`src/hw/rtl/prtg_pkg.sv`:
```
// ----------------------------------------------------------------------------
// Ramped pulse train generator package
// Shared types, register indexes and reset values.
// ----------------------------------------------------------------------------
package prtg_pkg;

  localparam int unsigned TimeBitsDefault = 16;

  localparam int unsigned CfgIdxBits = 3;
  localparam int unsigned CfgDataBits = 16;

  typedef enum logic [CfgIdxBits-1:0] {
    CFG_FIRST_ON_WIDTH = 3'd0,
    CFG_LAST_ON_WIDTH  = 3'd1,
    CFG_WIDTH_STEP     = 3'd2,
    CFG_OFF_WIDTH      = 3'd3,
    CFG_GAP_WIDTH      = 3'd4,
    CFG_SYNC_WIDTH     = 3'd5,
    CFG_DEBOUNCE_TICKS = 3'd6
  } cfg_idx_e;

  localparam logic [15:0] FirstOnWidthReset  = 16'd800;
  localparam logic [15:0] LastOnWidthReset   = 16'd1550;
  localparam logic [11:0] WidthStepReset     = 12'd50;
  localparam logic [15:0] OffWidthReset      = 16'd1200;
  localparam logic [15:0] GapWidthReset      = 16'd6000;
  localparam logic [9:0]  SyncWidthReset     = 10'd50;
  localparam logic [9:0]  DebounceTicksReset = 10'd50;

  typedef struct packed {
    logic [15:0] first_on_width;
    logic [15:0] last_on_width;
    logic [11:0] width_step;
    logic [15:0] off_width;
    logic [15:0] gap_width;
    logic [9:0]  sync_width;
  } timing_cfg_t;

  typedef enum logic [1:0] {
    PH_SYNC = 2'd0,
    PH_ON   = 2'd1,
    PH_OFF  = 2'd2,
    PH_GAP  = 2'd3
  } phase_e;

endpackage

```
`src/hw/rtl/prtg_debounce.sv`:
```
// ----------------------------------------------------------------------------
// Button debounce and toggle flag
// Confirms a rising edge after a programmable delay and toggles the flag.
// ----------------------------------------------------------------------------
module prtg_debounce #(
  parameter logic FlagReset = 1'b0
) (
  input  logic       clk_i,
  input  logic       rst_ni,
  input  logic       tick_i,
  input  logic       level_i,
  input  logic [9:0] debounce_ticks_i,
  output logic       flag_o
);

  logic [9:0] cnt_q, cnt_d;
  logic       prev_q;
  logic       flag_q, flag_d;
  logic       toggle;

  always_comb begin
    cnt_d  = cnt_q;
    toggle = 1'b0;
    if (cnt_q == 10'd0) begin
      if (level_i && !prev_q) begin
        if (debounce_ticks_i == 10'd0) begin
          toggle = 1'b1;
        end else begin
          cnt_d = debounce_ticks_i;
        end
      end
    end else begin
      cnt_d  = cnt_q - 10'd1;
      toggle = (cnt_q == 10'd1) && level_i;
    end
    flag_d = flag_q ^ toggle;
  end

  assign flag_o = flag_d;

  always_ff @(posedge clk_i or negedge rst_ni) begin
    if (!rst_ni) begin
      cnt_q  <= '0;
      prev_q <= 1'b0;
      flag_q <= FlagReset;
    end else if (tick_i) begin
      cnt_q  <= cnt_d;
      prev_q <= level_i;
      flag_q <= flag_d;
    end
  end

endmodule

```
`src/hw/rtl/prtg_sequencer.sv`:
```
// ----------------------------------------------------------------------------
// Pulse train sequencer
// Steps through sync, pulse high, pulse low and gap phases once per tick.
// ----------------------------------------------------------------------------
module prtg_sequencer #(
  parameter int unsigned TimeBits = prtg_pkg::TimeBitsDefault
) (
  input  logic                  clk_i,
  input  logic                  rst_ni,
  input  logic                  tick_i,
  input  prtg_pkg::timing_cfg_t cfg_i,
  input  logic                  enable_flag_i,
  input  logic                  select_flag_i,
  output logic                  sync_o,
  output logic                  pulse_o
);

  localparam logic [31:0] TimeMax = 32'((64'd1 << TimeBits) - 64'd1);

  function automatic logic [TimeBits-1:0] load_time(input logic [15:0] v);
    logic [31:0] w;
    begin
      w = {16'd0, v};
      if (w == 32'd0) begin
        w = 32'd1;
      end
      if (w > TimeMax) begin
        w = TimeMax;
      end
      return w[TimeBits-1:0];
    end
  endfunction

  prtg_pkg::phase_e     phase_q, phase_d;
  logic [TimeBits-1:0]  time_left_q, time_left_d;
  logic [15:0]          cur_w_q, cur_w_d;
  logic                 ramp_up_q, ramp_up_d;
  logic                 pulse_level_q, pulse_level_d;

  logic [11:0]          step;
  logic [16:0]          next_up;
  logic [16:0]          down_floor;
  logic                 go_on;
  logic                 go_gap;
  logic [15:0]          on_w;

  always_comb begin
    phase_d       = phase_q;
    time_left_d   = time_left_q;
    cur_w_d       = cur_w_q;
    ramp_up_d     = ramp_up_q;
    pulse_level_d = pulse_level_q;
    go_on         = 1'b0;
    go_gap        = 1'b0;
    on_w          = cur_w_q;

    step       = (cfg_i.width_step == 12'd0) ? 12'd1 : cfg_i.width_step;
    next_up    = {1'b0, cur_w_q} + {5'd0, step};
    down_floor = {1'b0, cfg_i.first_on_width} + {5'd0, step};

    if (time_left_q == '0) begin
      phase_d       = prtg_pkg::PH_SYNC;
      ramp_up_d     = select_flag_i;
      pulse_level_d = 1'b0;
      time_left_d   = load_time({6'd0, cfg_i.sync_width});
    end

    sync_o  = (phase_d == prtg_pkg::PH_SYNC);
    pulse_o = (phase_d == prtg_pkg::PH_ON) && pulse_level_d;

    time_left_d = time_left_d - TimeBits'(1);

    if (time_left_d == '0) begin
      unique case (phase_d)
        prtg_pkg::PH_SYNC: begin
          on_w = ramp_up_d ? cfg_i.first_on_width : cfg_i.last_on_width;
          if (cfg_i.first_on_width <= cfg_i.last_on_width) begin
            go_on = 1'b1;
          end else begin
            go_gap = 1'b1;
          end
        end
        prtg_pkg::PH_ON: begin
          phase_d       = prtg_pkg::PH_OFF;
          pulse_level_d = 1'b0;
          time_left_d   = load_time(cfg_i.off_width);
        end
        prtg_pkg::PH_OFF: begin
          if (ramp_up_d) begin
            if (next_up <= {1'b0, cfg_i.last_on_width}) begin
              on_w  = next_up[15:0];
              go_on = 1'b1;
            end else begin
              go_gap = 1'b1;
            end
          end else begin
            if ({1'b0, cur_w_q} >= down_floor) begin
              on_w  = cur_w_q - {4'd0, step};
              go_on = 1'b1;
            end else begin
              go_gap = 1'b1;
            end
          end
        end
        prtg_pkg::PH_GAP: begin
          phase_d       = prtg_pkg::PH_SYNC;
          ramp_up_d     = select_flag_i;
          pulse_level_d = 1'b0;
          time_left_d   = load_time({6'd0, cfg_i.sync_width});
        end
        default: begin
          phase_d = prtg_pkg::PH_SYNC;
        end
      endcase

      if (go_on) begin
        cur_w_d       = on_w;
        phase_d       = prtg_pkg::PH_ON;
        time_left_d   = load_time(on_w);
        pulse_level_d = enable_flag_i;
      end else if (go_gap) begin
        cur_w_d       = on_w;
        pulse_level_d = 1'b0;
        if (cfg_i.gap_width == 16'd0) begin
          phase_d     = prtg_pkg::PH_SYNC;
          ramp_up_d   = select_flag_i;
          time_left_d = load_time({6'd0, cfg_i.sync_width});
        end else begin
          phase_d     = prtg_pkg::PH_GAP;
          time_left_d = load_time(cfg_i.gap_width);
        end
      end
    end
  end

  always_ff @(posedge clk_i or negedge rst_ni) begin
    if (!rst_ni) begin
      phase_q       <= prtg_pkg::PH_SYNC;
      time_left_q   <= '0;
      cur_w_q       <= '0;
      ramp_up_q     <= 1'b1;
      pulse_level_q <= 1'b0;
    end else if (tick_i) begin
      phase_q       <= phase_d;
      time_left_q   <= time_left_d;
      cur_w_q       <= cur_w_d;
      ramp_up_q     <= ramp_up_d;
      pulse_level_q <= pulse_level_d;
    end
  end

endmodule

```
`src/hw/rtl/ramped_pulse_train_generator_unit.sv`:
```
// ----------------------------------------------------------------------------
// Ramped pulse train generator
// Per-tick sync and ramped pulse outputs with debounced button toggles.
// ----------------------------------------------------------------------------
// Each transfer on the input channel is one microsecond tick carrying the
// sampled enable and select button levels. Each tick gives exactly one
// transfer on the output channel with the sync and pulse levels for it.
// The tick is captured in an input register; when it advances, the debounce
// counters, flags and phase sequencer step and the result is written to
// the output register. One tick is taken every cycle while the output is
// not stalled. When the receiver stalls, the output holds its result and
// the input stall rises as soon as the input register holds a tick.
// The user must write configuration through the write port only while no
// tick is in flight; the block does not enforce this. Index values beyond
// the register list are ignored.
// Reset clears the pipeline, loads the default timing registers and leaves
// the sequencer ready to start a cycle with a sync pulse on the first tick.
// ----------------------------------------------------------------------------
module ramped_pulse_train_generator_unit #(
  parameter int unsigned TimeBits = prtg_pkg::TimeBitsDefault
) (
  input  logic                             clk_i,
  input  logic                             rst_ni,
  input  logic                             in_valid_i,
  output logic                             in_stall_o,
  input  logic                             enable_level_i,
  input  logic                             select_level_i,
  output logic                             out_valid_o,
  input  logic                             out_stall_i,
  output logic                             sync_out_o,
  output logic                             pulse_out_o,
  input  logic                             cfg_we_i,
  input  logic [prtg_pkg::CfgIdxBits-1:0]  cfg_idx_i,
  input  logic [prtg_pkg::CfgDataBits-1:0] cfg_wdata_i
);

  prtg_pkg::timing_cfg_t cfg_q;
  logic [9:0]            debounce_ticks_q;

  logic in_valid_q;
  logic enable_level_q, select_level_q;
  logic out_valid_q;
  logic sync_q, pulse_q;
  logic advance;
  logic enable_flag, select_flag;
  logic sync_d, pulse_d;

  always_ff @(posedge clk_i or negedge rst_ni) begin
    if (!rst_ni) begin
      cfg_q.first_on_width <= prtg_pkg::FirstOnWidthReset;
      cfg_q.last_on_width  <= prtg_pkg::LastOnWidthReset;
      cfg_q.width_step     <= prtg_pkg::WidthStepReset;
      cfg_q.off_width      <= prtg_pkg::OffWidthReset;
      cfg_q.gap_width      <= prtg_pkg::GapWidthReset;
      cfg_q.sync_width     <= prtg_pkg::SyncWidthReset;
      debounce_ticks_q     <= prtg_pkg::DebounceTicksReset;
    end else if (cfg_we_i) begin
      unique case (prtg_pkg::cfg_idx_e'(cfg_idx_i))
        prtg_pkg::CFG_FIRST_ON_WIDTH: cfg_q.first_on_width <= cfg_wdata_i;
        prtg_pkg::CFG_LAST_ON_WIDTH:  cfg_q.last_on_width  <= cfg_wdata_i;
        prtg_pkg::CFG_WIDTH_STEP:     cfg_q.width_step     <= cfg_wdata_i[11:0];
        prtg_pkg::CFG_OFF_WIDTH:      cfg_q.off_width      <= cfg_wdata_i;
        prtg_pkg::CFG_GAP_WIDTH:      cfg_q.gap_width      <= cfg_wdata_i;
        prtg_pkg::CFG_SYNC_WIDTH:     cfg_q.sync_width     <= cfg_wdata_i[9:0];
        prtg_pkg::CFG_DEBOUNCE_TICKS: debounce_ticks_q     <= cfg_wdata_i[9:0];
        default: begin
        end
      endcase
    end
  end

  assign advance    = in_valid_q && (!out_valid_q || !out_stall_i);
  assign in_stall_o = in_valid_q && !advance;

  always_ff @(posedge clk_i or negedge rst_ni) begin
    if (!rst_ni) begin
      in_valid_q <= 1'b0;
    end else if (!in_stall_o) begin
      in_valid_q <= in_valid_i;
    end
  end

  always_ff @(posedge clk_i) begin
    if (in_valid_i && !in_stall_o) begin
      enable_level_q <= enable_level_i;
      select_level_q <= select_level_i;
    end
  end

  prtg_debounce #(
    .FlagReset (1'b0)
  ) u_enable_debounce (
    .clk_i            (clk_i),
    .rst_ni           (rst_ni),
    .tick_i           (advance),
    .level_i          (enable_level_q),
    .debounce_ticks_i (debounce_ticks_q),
    .flag_o           (enable_flag)
  );

  prtg_debounce #(
    .FlagReset (1'b1)
  ) u_select_debounce (
    .clk_i            (clk_i),
    .rst_ni           (rst_ni),
    .tick_i           (advance),
    .level_i          (select_level_q),
    .debounce_ticks_i (debounce_ticks_q),
    .flag_o           (select_flag)
  );

  prtg_sequencer #(
    .TimeBits (TimeBits)
  ) u_sequencer (
    .clk_i         (clk_i),
    .rst_ni        (rst_ni),
    .tick_i        (advance),
    .cfg_i         (cfg_q),
    .enable_flag_i (enable_flag),
    .select_flag_i (select_flag),
    .sync_o        (sync_d),
    .pulse_o       (pulse_d)
  );

  always_ff @(posedge clk_i or negedge rst_ni) begin
    if (!rst_ni) begin
      out_valid_q <= 1'b0;
    end else if (advance) begin
      out_valid_q <= 1'b1;
    end else if (!out_stall_i) begin
      out_valid_q <= 1'b0;
    end
  end

  always_ff @(posedge clk_i) begin
    if (advance) begin
      sync_q  <= sync_d;
      pulse_q <= pulse_d;
    end
  end

  assign out_valid_o = out_valid_q;
  assign sync_out_o  = sync_q;
  assign pulse_out_o = pulse_q;

endmodule
```
`config.mk`:
```
export PLATFORM = sky130hd
export DESIGN_NAME = ramped_pulse_train_generator_unit
export DESIGN_NICKNAME = d
export VERILOG_FILES = /design/src/hw/rtl/prtg_pkg.sv /design/src/hw/rtl/prtg_debounce.sv /design/src/hw/rtl/prtg_sequencer.sv /design/src/hw/rtl/ramped_pulse_train_generator_unit.sv
export SDC_FILE = /design/constraint.sdc
export NUM_CORES = 1
export LEC_CHECK = 0
export ABC_CLOCK_PERIOD_IN_PS = 7900
export BUFFER_PORTS_ARGS = -buffer_cell sky130_fd_sc_hd__buf_4
export CORE_ASPECT_RATIO = 1.1
export CORE_UTILIZATION = 25
export CTS_CLUSTER_SIZE = 10
export DETAILED_ROUTE_END_ITERATION = 16
export PLACE_DENSITY = 0.38
export SLEW_MARGIN = 10
export SYNTH_ARGS = -nofsm -noshare
export SYNTH_HDL_FRONTEND = slang
export SYNTH_SLANG_ARGS = --single-unit
```
`constraint.sdc`:
```
create_clock -name clk_i -period 7.9 [get_ports clk_i]
set_input_delay 0 -clock clk_i [delete_from_list [all_inputs] [get_ports clk_i]]
set_output_delay 0 -clock clk_i [all_outputs]
set_load 0.005 [all_outputs]
```
==> results of run 1 <==
cell usage in the layout (no fill, tap or decap), types with 23 or more instances in the layout:
cell type / n
dfstp_2: 30
nor2_1: 104
mux2_2: 75
o21ai_0: 124
a21oi_1: 103
mux2i_1: 33
ha_1: 90
xnor2_1: 34
inv_1: 71
dfrtp_1: 128
buf_4: 50
nand3_1: 28
nor4_1: 23
nor3_1: 46
nand2_1: 124
area by class of cell:
class,instances,area [um2],share of cell area
Timing Repair Buffer,73,607,0.0426
Multi-Input combinational cell,1128,7850,0.551
Clock buffer,17,425,0.0299
Clock inverter,15,169,0.0119
Sequential cell,162,4110,0.289
Inverter,72,270,0.0190
Tap cell,652,816,0.0572
registers in the layout (all words and copies together) (netlist names), 2 cells and up:
register	count
u_select_debounce.cnt_q	10
u_sequencer.time_left_q	16
cfg_q	86
u_sequencer.phase_q	2
u_sequencer.cur_w_q	16
debounce_ticks_q	10
u_enable_debounce.cnt_q	10
metrics by stage:
| stage | hold WS [ns] | util |
|---|---|---|
| global placement | 0.0471 | 0.273 |
| CTS | 0.0404 | 0.290 |
| detailed placement | 0.0438 | 0.273 |
| global route | 0.0850 | 0.290 |
| floorplan | -0.296 | - |
| finish | 0.0563 | 0.290 |
cells in the mapped netlist (all sizes together), types with 8 or more instances:
cell type / number / area [um2]
nand2b: 16 / 100
a21oi: 103 / 515
or4: 10 / 78.8
o21ai: 128 / 644
o22ai: 18 / 113
nor3: 48 / 240
o211ai: 23 / 183
dfrtp: 128 / 3200
xor2: 14 / 123
o21bai: 8 / 60.1
a21o: 12 / 90.1
mux2i: 33 / 330
or3: 9 / 56.3
nand4: 22 / 138
nor3b: 8 / 60.1
a31oi: 19 / 119
mux2: 76 / 860
nand3: 28 / 140
inv: 72 / 270
and3: 11 / 68.8
xnor2: 34 / 298
nand2: 126 / 483
or2: 9 / 56.3
ha: 90 / 1130
nor2: 108 / 418
o21a: 11 / 82.6
a211oi: 15 / 113
nor2b: 8 / 50.1
clkbuf: 55 / 208
dfstp: 30 / 788
nor4: 27 / 203
buf: 18 / 96.4
where the power goes:
| group | leakage, nW | internal (W) | switching (W) |
|---|---|---|---|
| Combinational | 3.71 | 0.000716 | 0.00115 |
| Clock | 0.285 | 0.000449 | 0.000442 |
| Sequential | 1.93 | 0.00105 | 0.000289 |
worst max-delay path: cells and delay by family (launching register included):
kind	cells	cell delay (ns)
adders and majority gates	2	0.53
DFF	1	0.57
xor gates and xnor gates	1	0.14
buffers and inverters	1	0.19
AOI/OAI and AO/OA	15	2.87
and+or+nand+nor	8	2.31
layer usage:
layer / share of wire / wire length (um) / vias up
met5: 0 / 0 / -
met4: 0.045 / 2340 / 0
met3: 0.035 / 1850 / 92
met2: 0.49 / 25700 / 297
met1: 0.43 / 22500 / 5779
li1: - / - / 5352
worst paths after layout:
kind / start / end / slack (ns) / cells after the start
setup / recovery: cfg_q[46] / u_sequencer.time_left_q[10] / 1.17 / 27
hold / removal: rst_ni / u_enable_debounce.cnt_q[6] / 0.06 / 2
setup reg to reg: cfg_q[46] / u_sequencer.time_left_q[10] / 1.17 / 27
hold reg to reg: u_enable_debounce.flag_q / u_enable_debounce.flag_q / 0.49 / 1
max in group asynchronous: rst_ni / cfg_q[67] / 6.62 / 3
min in group clk_i: cfg_idx_i[1] / cfg_q[55] / 0.07 / 5
kinds of logic after synthesis:
| logic type | synth area share |
|---|---|
| xor gates and xnor gates | 0.0336 |
| adders and majority gates | 0.0949 |
| muxes | 0.0952 |
| DFF | 0.329 |
| AOI/OAI and AO/OA | 0.213 |
| and+or+nand+nor | 0.189 |
| buffers and inverters | 0.0459 |
==> impl_metrics.env, run 1 <==
export IMPL_fp_dieW_um=215
export IMPL_yosys_warnings=0
export IMPL_async_reset_ff_frac=0.975
export IMPL_wl_um=52400
export IMPL_tightest_slew_ns=0.961
export IMPL_vias=11500
export IMPL_crit_slowest_cell="dfstp_2"
export IMPL_yosysSeqAreaShare=0.329
export IMPL_post_cts_buffers=0
export IMPL_core_um2=49100
export IMPL_first_pass_iters=5
export IMPL_ant_nets=0
export IMPL_report_final_hold_viol_count=0
export IMPL_antenna_found_initial=1
export IMPL_port_buffers=29
export IMPL_crit_required_ns=8.31
export IMPL_final_nets=1573
export IMPL_clk_pin_slew_ns=0.08
export IMPL_wire_per_inst_um=24.7
export IMPL_post_route_period_util=0.852
export IMPL_grt_use_met2=0.361
export IMPL_synth_main_ff_cell="dfrtp_1"
export IMPL_post_place_ws_ns=1.28
export IMPL_first_iter_violations=783
export IMPL_finalPower_w=0.00409
export IMPL_syn_area_um2=12500
export IMPL_grtUsageMet1=0.258
export IMPL_grt_total_usage=0.211
export IMPL_die_area_um2=50900
export IMPL_max_freq_ghz=0.149
export IMPL_synth_cells=1435
export IMPL_grt_util_met3=0.0322
export IMPL_crit_arrival_ns=7.14
export IMPL_setup_tns_ns=0
export IMPL_rsz0062_at_grt="false"
export IMPL_worstSetupPathType="register to register"
export IMPL_rows=85
export IMPL_drive_gt1_frac=0.156
export IMPL_hp_class="input pin to asynchronous set/reset pin"
export IMPL_period_needed_ns=6.73
export IMPL_grt_max_degree=58
export IMPL_clock_root_buffer="clkbuf_16"
export IMPL_setup_violations=0
export IMPL_gp_congestion=0.912
export IMPL_initial_core_util=0.254
export IMPL_drc_errors=0
export IMPL_outcome="completed"
export IMPL_grt_pass1_wl_um=78500
export IMPL_cts_path_max_buffers=2
export IMPL_end_kind="register"
export IMPL_clock_sinks=162
export IMPL_gr_total_overflow=0
export IMPL_cts_buffers=17
export IMPL_fin_area_um2=14200
export IMPL_num_io_pins=30
export IMPL_area_delta_synth_final_pct=14.0
export IMPL_dp_cells=2065
export IMPL_fin_skew_ns=0.0150
export IMPL_htree_levels=4
export IMPL_dp_hpwl_um=40100
export IMPL_tritoncts="built"
export IMPL_final_cell_count_no_fill=2119
export IMPL_fin_ws_ns=1.17
export IMPL_leakage_nw=5.92
export IMPL_top_usage_layer="met2"
export IMPL_ys_types=91
export IMPL_n_antenna_cell=0
export IMPL_start_kind="register"
export IMPL_timing_slew_headroom=0.360
export IMPL_synth_fp_nets=1554
export IMPL_fill_cells=5306
export IMPL_worst_path_largest_cell_delay_ns=0.57
export IMPL_grt_pass1_vias=11600
export IMPL_drv_cap=0
export IMPL_crit_top_cell="a21oi_1"
export IMPL_synth_edf_count=4
export IMPL_place_area_um2=13400
export IMPL_maxSlewViolCount=0
export IMPL_avgSynthCellArea_um2=8.71
export IMPL_irDropWorstVdd_uv=188
export IMPL_cts_hold_buffers_added=22
export IMPL_crit_path_max_fanout=17
export IMPL_ys_ff_latch=162
export IMPL_via_per_inst=5.44
export IMPL_fp_dieH_um=237
export IMPL_power_density_nw_per_um2=287
export IMPL_clock_latency_ns=0.50
export IMPL_postCtsResizedCells=0
(Power assumes the default switching activity.)
==> run 2, diff against run 1 <==
- SYNTH_HIERARCHICAL: unset -> 1
==> impl_metrics.env, run 2 <==
export IMPL_drv_cap=0
export IMPL_fp_dieH_um=239
export IMPL_reg_top3="cfg_q x86, u_sequencer/cur_w_q x16, u_sequencer/time_left_q x16"
export IMPL_worstSetupPathType="register to register"
export IMPL_end_kind="register"
export IMPL_final_core_util=0.287
export IMPL_largest_reg_flops=86
export IMPL_outcome="completed"
export IMPL_synth_fp_nets=1472
export IMPL_cts_buffers=17
export IMPL_period_needed_ns=6.67
export IMPL_leakage_nw=5.87
export IMPL_synth_compound_area_frac=0.216
export IMPL_synth_most_common_cell="dfrtp_1"
export IMPL_clock_sinks=162
export IMPL_final_common_cell="dfrtp_1"
export IMPL_avgSynthCellArea_um2=9.40
export IMPL_postCtsResizedCells=0
export IMPL_r2r_slack_ns=1.23
export IMPL_place_area_um2=13600
export IMPL_max_freq_ghz=0.150
export IMPL_ant_nets=0
export IMPL_setup_violations=0
export IMPL_final_cell_mix="dfrtp_1 (128), mux2_2 (111), a21oi_1 (100)"
export IMPL_synth_area_top_cells="dfrtp_1 (25%), mux2_2 (9.8%), ha_1 (8.8%)"
export IMPL_tritoncts="built"
export IMPL_crit_arrival_ns=7.04
export IMPL_fin_skew_ns=0.0105
export IMPL_timing_slew_headroom=0.354
export IMPL_worst_path_largest_cell_delay_ns=0.50
export IMPL_num_io_pins=30
export IMPL_core_um2=50100
export IMPL_final_nets=1494
export IMPL_ys_types=102
export IMPL_first_iter_violations=658
export IMPL_synth_cells=1353
export IMPL_die_area_um2=51800
export IMPL_synth_edf_count=4
export IMPL_setup_tns_ns=0
export IMPL_async_reset_ff_frac=0.975
export IMPL_report_final_hold_viol_count=0
export IMPL_ys_ff_latch=162
export IMPL_yosys_warnings=6
export IMPL_gp_congestion=0.916
export IMPL_post_route_period_util=0.844
export IMPL_irDropWorstVdd_uv=170
export IMPL_port_buffers=29
export IMPL_synth_top_area_cell="dfrtp_1"
export IMPL_first_pass_iters=5
export IMPL_yosysSeqAreaShare=0.323
export IMPL_synth_main_ff_cell="dfrtp_1"
export IMPL_via_per_inst=5.32
export IMPL_power_density_nw_per_um2=265
export IMPL_drive_gt1_frac=0.196
export IMPL_initial_core_util=0.254
export IMPL_synth_common_cells="dfrtp_1 (128), mux2_2 (111), a21oi_1 (100)"
export IMPL_rows=86
export IMPL_crit_slowest_cell="a211o_1"
export IMPL_dp_hpwl_um=36200
export IMPL_wl_um=47200
export IMPL_grt_pass1_vias=10900
export IMPL_crit_required_ns=8.27
export IMPL_synth_top_family_by_area="compound AO/OA/AOI/OAI gates"
export IMPL_cts_path_max_buffers=2
export IMPL_area_delta_synth_final_pct=13.0
export IMPL_syn_area_um2=12700
export IMPL_clock_root_buffer="clkbuf_16"
export IMPL_grt_total_usage=0.187
export IMPL_clock_latency_ns=0.47
export IMPL_maxSlewViolCount=0
export IMPL_synth_fa_ha_area_frac=0.0932
export IMPL_hp_class="input pin to asynchronous set/reset pin"
export IMPL_netlist_area_leader_share=0.252
export IMPL_finalPower_w=0.00381
export IMPL_fin_area_um2=14400
export IMPL_crit_path_max_fanout=14
export IMPL_gr_total_overflow=0
export IMPL_yosys_area_share_simple=0.166
export IMPL_wire_per_inst_um=23.0
export IMPL_synth_xor_area_share=0.0324
export IMPL_start_kind="register"
export IMPL_fp_dieW_um=217
export IMPL_grt_pass1_wl_um=71500
export IMPL_synthMuxAreaShare=0.124
export IMPL_path_cells="nor3_1, a31o_2, ha_1, nor2b_1, o21a_1, o21ai_0, o31a_1, a21oi_1, and2_1, o2111ai_1, xnor2_1, ha_1, nand3_1, nor4_1, o21ai_0, nand4_1, a211o_1, nand2_1, o221ai_1, o211ai_1, a2111oi_2, o2111a_1, nand4b_1, o31ai_1"
export IMPL_clk_pin_slew_ns=0.07
export IMPL_drc_errors=0
export IMPL_htree_levels=4
export IMPL_antenna_found_initial=3
export IMPL_vias=10900
export IMPL_rsz0062_at_grt="false"
export IMPL_largest_register="cfg_q"
export IMPL_grt_max_degree=66
export IMPL_tightest_slew_ns=0.970
## run 2: cell types whose count changed after synthesis, moves of 9 or more
cell / previous run / this run
nor3_1: 48 / 24
mux2_2: 75 / 111
nor2_1: 105 / 93
nand4_1: 22 / 10
nand2_1: 124 / 87
clkbuf_1: 54 / 43
o221ai_1: 3 / 12
o21ai_0: 124 / 56
## run 2: area by class of cell
class | instances | area, um2
Fill cell | 5376 | 35800
Antenna cell | 2 | 5.00
Clock inverter | 14 | 136
Sequential cell | 162 | 4110
Clock buffer | 18 | 429
Timing Repair Buffer | 68 | 569
Tap cell | 660 | 826
Multi-Input combinational cell | 1055 | 8040
Inverter | 71 | 267
## run 2: power by group
group | switching, W | internal (W) | leakage [nW] | total, W
clock network | 0.000417 | 0.000419 | 0.275 | 0.000836
logic | 0.000936 | 0.000680 | 3.68 | 0.00162
registers | 0.000312 | 0.00105 | 1.92 | 0.00136
total | 0.00167 | 0.00215 | 5.87 | 0.00381
## run 2: worst max-delay path: cells and delay by family (launching register included)
family                   cells  cell delay (ns)
adder cells (fa/ha/maj)      2             0.49
AND/OR/NAND/NOR              8             1.91
flip-flops                   1             0.43
XOR/XNOR                     1             0.21
AO/OA/AOI/OAI               13             3.55
## run 2: final timing paths
kind                               from  depth (start not counted)                         end
setup reg to reg              cfg_q[50]                         24  u_sequencer/time_left_q[0]
setup / recovery              cfg_q[50]                         24  u_sequencer/time_left_q[0]
hold reg to reg              in_valid_q                          1                 out_valid_o
hold / removal                   rst_ni                          2  u_select_debounce/cnt_q[8]
max in group asynchronous        rst_ni                          4                   cfg_q[80]
min in group clk_i         cfg_idx_i[2]                          4                   cfg_q[71]
## run 2: per-stage QoR
stage	std cells	hold WS [ns]	setup slack (ns)
global placement	1994	0.0509	1.42
detailed placement	1994	0.0487	1.30
CTS	2048	0.112	1.20
finish	2050	0.0754	1.23
global route	2048	0.132	0.652
floorplan	1353	-0.296	2.03
## run 2: cell families after synthesis
family / Yosys count
mux: 143
flops: 162
compound gates: 389
xor+xnor: 47
simple gates: 383
buf+inv: 136
fa+ha+maj: 93
## run 2: layer usage
metal | part of all wire | up-vias | track usage
met4 | 0.033 | 0 | 0.0732
li1 | - | 5160 | -
met1 | 0.46 | 5475 | 0.245
met2 | 0.48 | 199 | 0.309
met3 | 0.029 | 62 | 0.0240
met5 | 0 | - | 0
## run 2: repair_timing
action / CTS / global route
endpoints found under the setup margin: 0 / 0
hold buffers: 22 / 0
setup buffers: 0 / 0
endpoints found under the hold margin: 166 / 0
==> run 3, diff against run 2 <==
- ABC_CLOCK_PERIOD_IN_PS: 7900 -> 6700
- clock period: 7.9 -> 6.7 ns (I/O delays scaled with it)
==> impl_metrics.env, run 3 (synthesized netlist as in run 2, its figures left out) <==
export IMPL_largest_register="cfg_q"
export IMPL_fin_skew_ns=0.0152
export IMPL_end_kind="register"
export IMPL_outcome="completed"
export IMPL_crit_arrival_ns=6.59
export IMPL_grt_max_degree=62
export IMPL_largest_reg_flops=86
export IMPL_irDropWorstVdd_uv=194
export IMPL_timing_slew_headroom=0.393
export IMPL_core_um2=50100
export IMPL_die_area_um2=51800
export IMPL_period_needed_ns=6.21
export IMPL_leakage_nw=5.95
export IMPL_maxSlewViolCount=0
export IMPL_htree_levels=4
export IMPL_drc_errors=0
export IMPL_wl_um=47500
export IMPL_crit_required_ns=7.07
export IMPL_wire_per_inst_um=23.0
export IMPL_fp_dieW_um=217
export IMPL_tightest_slew_ns=0.911
export IMPL_clk_pin_slew_ns=0.07
export IMPL_reg_top3="cfg_q x86, u_sequencer/cur_w_q x16, u_sequencer/time_left_q x16"
export IMPL_gr_total_overflow=0
export IMPL_num_io_pins=30
export IMPL_initial_core_util=0.254
export IMPL_final_core_util=0.290
export IMPL_setup_tns_ns=0
export IMPL_worstSetupPathType="register to register"
export IMPL_drive_gt1_frac=0.206
export IMPL_start_kind="register"
export IMPL_ant_nets=0
export IMPL_dp_hpwl_um=36500
export IMPL_gp_congestion=0.864
export IMPL_final_cell_mix="dfrtp_1 (128), mux2_2 (111), a21oi_1 (99)"
export IMPL_setup_violations=0
export IMPL_report_final_hold_viol_count=0
export IMPL_grt_total_usage=0.188
export IMPL_final_common_cell="dfrtp_1"
export IMPL_first_iter_violations=646
export IMPL_cts_buffers=17
export IMPL_cts_path_max_buffers=2
export IMPL_n_antenna_cell=0
export IMPL_rows=86
export IMPL_finalPower_w=0.00460
export IMPL_crit_path_max_fanout=7
export IMPL_post_route_period_util=0.928
export IMPL_port_buffers=29
export IMPL_clock_sinks=162
export IMPL_max_freq_ghz=0.161
export IMPL_tritoncts="built"
export IMPL_final_nets=1507
export IMPL_area_delta_synth_final_pct=14.3
export IMPL_first_pass_iters=5
export IMPL_clock_root_buffer="clkbuf_16"
export IMPL_drv_cap=0
export IMPL_grt_pass1_wl_um=72600
export IMPL_power_density_nw_per_um2=316
export IMPL_vias=11000
export IMPL_hp_class="input pin to asynchronous set/reset pin"
export IMPL_grt_pass1_vias=11100
export IMPL_rsz0062_at_grt="false"
export IMPL_via_per_inst=5.33
export IMPL_fp_dieH_um=239
export IMPL_antenna_found_initial=5
export IMPL_clock_latency_ns=0.47
==> run 3: cell types whose count changed in the layout (fill, tap and decap cells not counted), moves of 2 or more <==
cell / previous run / this run
bufinv_16: 0 / 3
clkinv_4: 0 / 2
inv_6: 5 / 2
inv_8: 5 / 2
buf_4: 45 / 58
diode_2: 2 / 0
==> run 3: area by class of cell <==
type / count / area (um2)
multi-input cells: 1055 / 8060
flip-flops and latches: 162 / 4110
well taps: 660 / 826
clock inverters: 13 / 174
fillers: 5394 / 35600
inverters: 71 / 267
clock buffers: 19 / 443
repair buffers: 81 / 667
==> run 3: metal layers <==
metal / GRT usage / vias to the layer above / wire [um]
li1: - / 5178 / -
met1: 0.255 / 5522 / 22400
met2: 0.307 / 250 / 22400
met3: 0.0232 / 45 / 1420
met4: 0.0649 / 0 / 1260
met5: 0 / - / 0
==> run 3: worst paths after layout <==
path	to	startpoint	slack, ns	depth (start not counted)
hold reg to reg	u_sequencer/pulse_level_q	u_sequencer/pulse_level_q	0.49	1
min in group clk_i	cfg_q[84]	cfg_idx_i[0]	0.26	4
setup reg to reg	u_sequencer/time_left_q[0]	cfg_q[46]	0.49	27
setup / recovery	u_sequencer/time_left_q[0]	cfg_q[46]	0.49	27
max in group asynchronous	cfg_q[74]	rst_ni	5.28	3
hold / removal	u_select_debounce/cnt_q[8]	rst_ni	0.06	2
==> run 3: worst max-delay path, cell delays in order, from the launching register on <==
cell,delay [ns]
dfstp_2,0.58
nor4_2,0.07
a31o_2,0.28
ha_1,0.22
a21o_1,0.19
a21oi_1,0.23
o21bai_1,0.09
a21oi_1,0.21
o21bai_1,0.10
a21oi_1,0.21
nand2b_1,0.13
a21boi_0,0.14
o41a_1,0.38
a21oi_1,0.23
nor3b_1,0.09
xnor2_1,0.13
ha_1,0.30
nand3_1,0.10
nor3_1,0.19
o31ai_1,0.17
a21oi_2,0.49
a22oi_1,0.23
mux2i_2,0.30
o211ai_1,0.15
a2111oi_2,0.32
o2111a_1,0.24
nand4b_1,0.11
o31ai_1,0.25
==> run 3: through the flow <==
step / worst slack [ns] / std cells / instance area (um2) / hold WS, ns
6_report: 0.486 / 2061 / 14500 / 0.0585
3_3_place_gp: 0.347 / 2006 / 13700 / 0.0148
2_1_floorplan: 0.831 / 1353 / 12700 / -0.296
3_5_place_dp: 0.212 / 2006 / 13700 / 0.0167
4_1_cts: 0.176 / 2060 / 14500 / 0.0768
5_1_grt: 0.0786 / 2061 / 14500 / 0.0951
==> run 3: timing repair <==
item                                   in CTS  in global routing
setup endpoints to repair                   0                  3
gates resized for setup                     0                  6
endpoints found under the hold margin     158                  0
buffers inserted                            0                  1
hold buffers                               22                  0
==> run 3: power breakdown <==
group	internal [W]	total, W	switching, W
Combinational	0.000815	0.00193	0.00111
Clock	0.000603	0.00107	0.000468
Sequential	0.00124	0.00160	0.000362
Total	0.00265	0.00460	0.00194
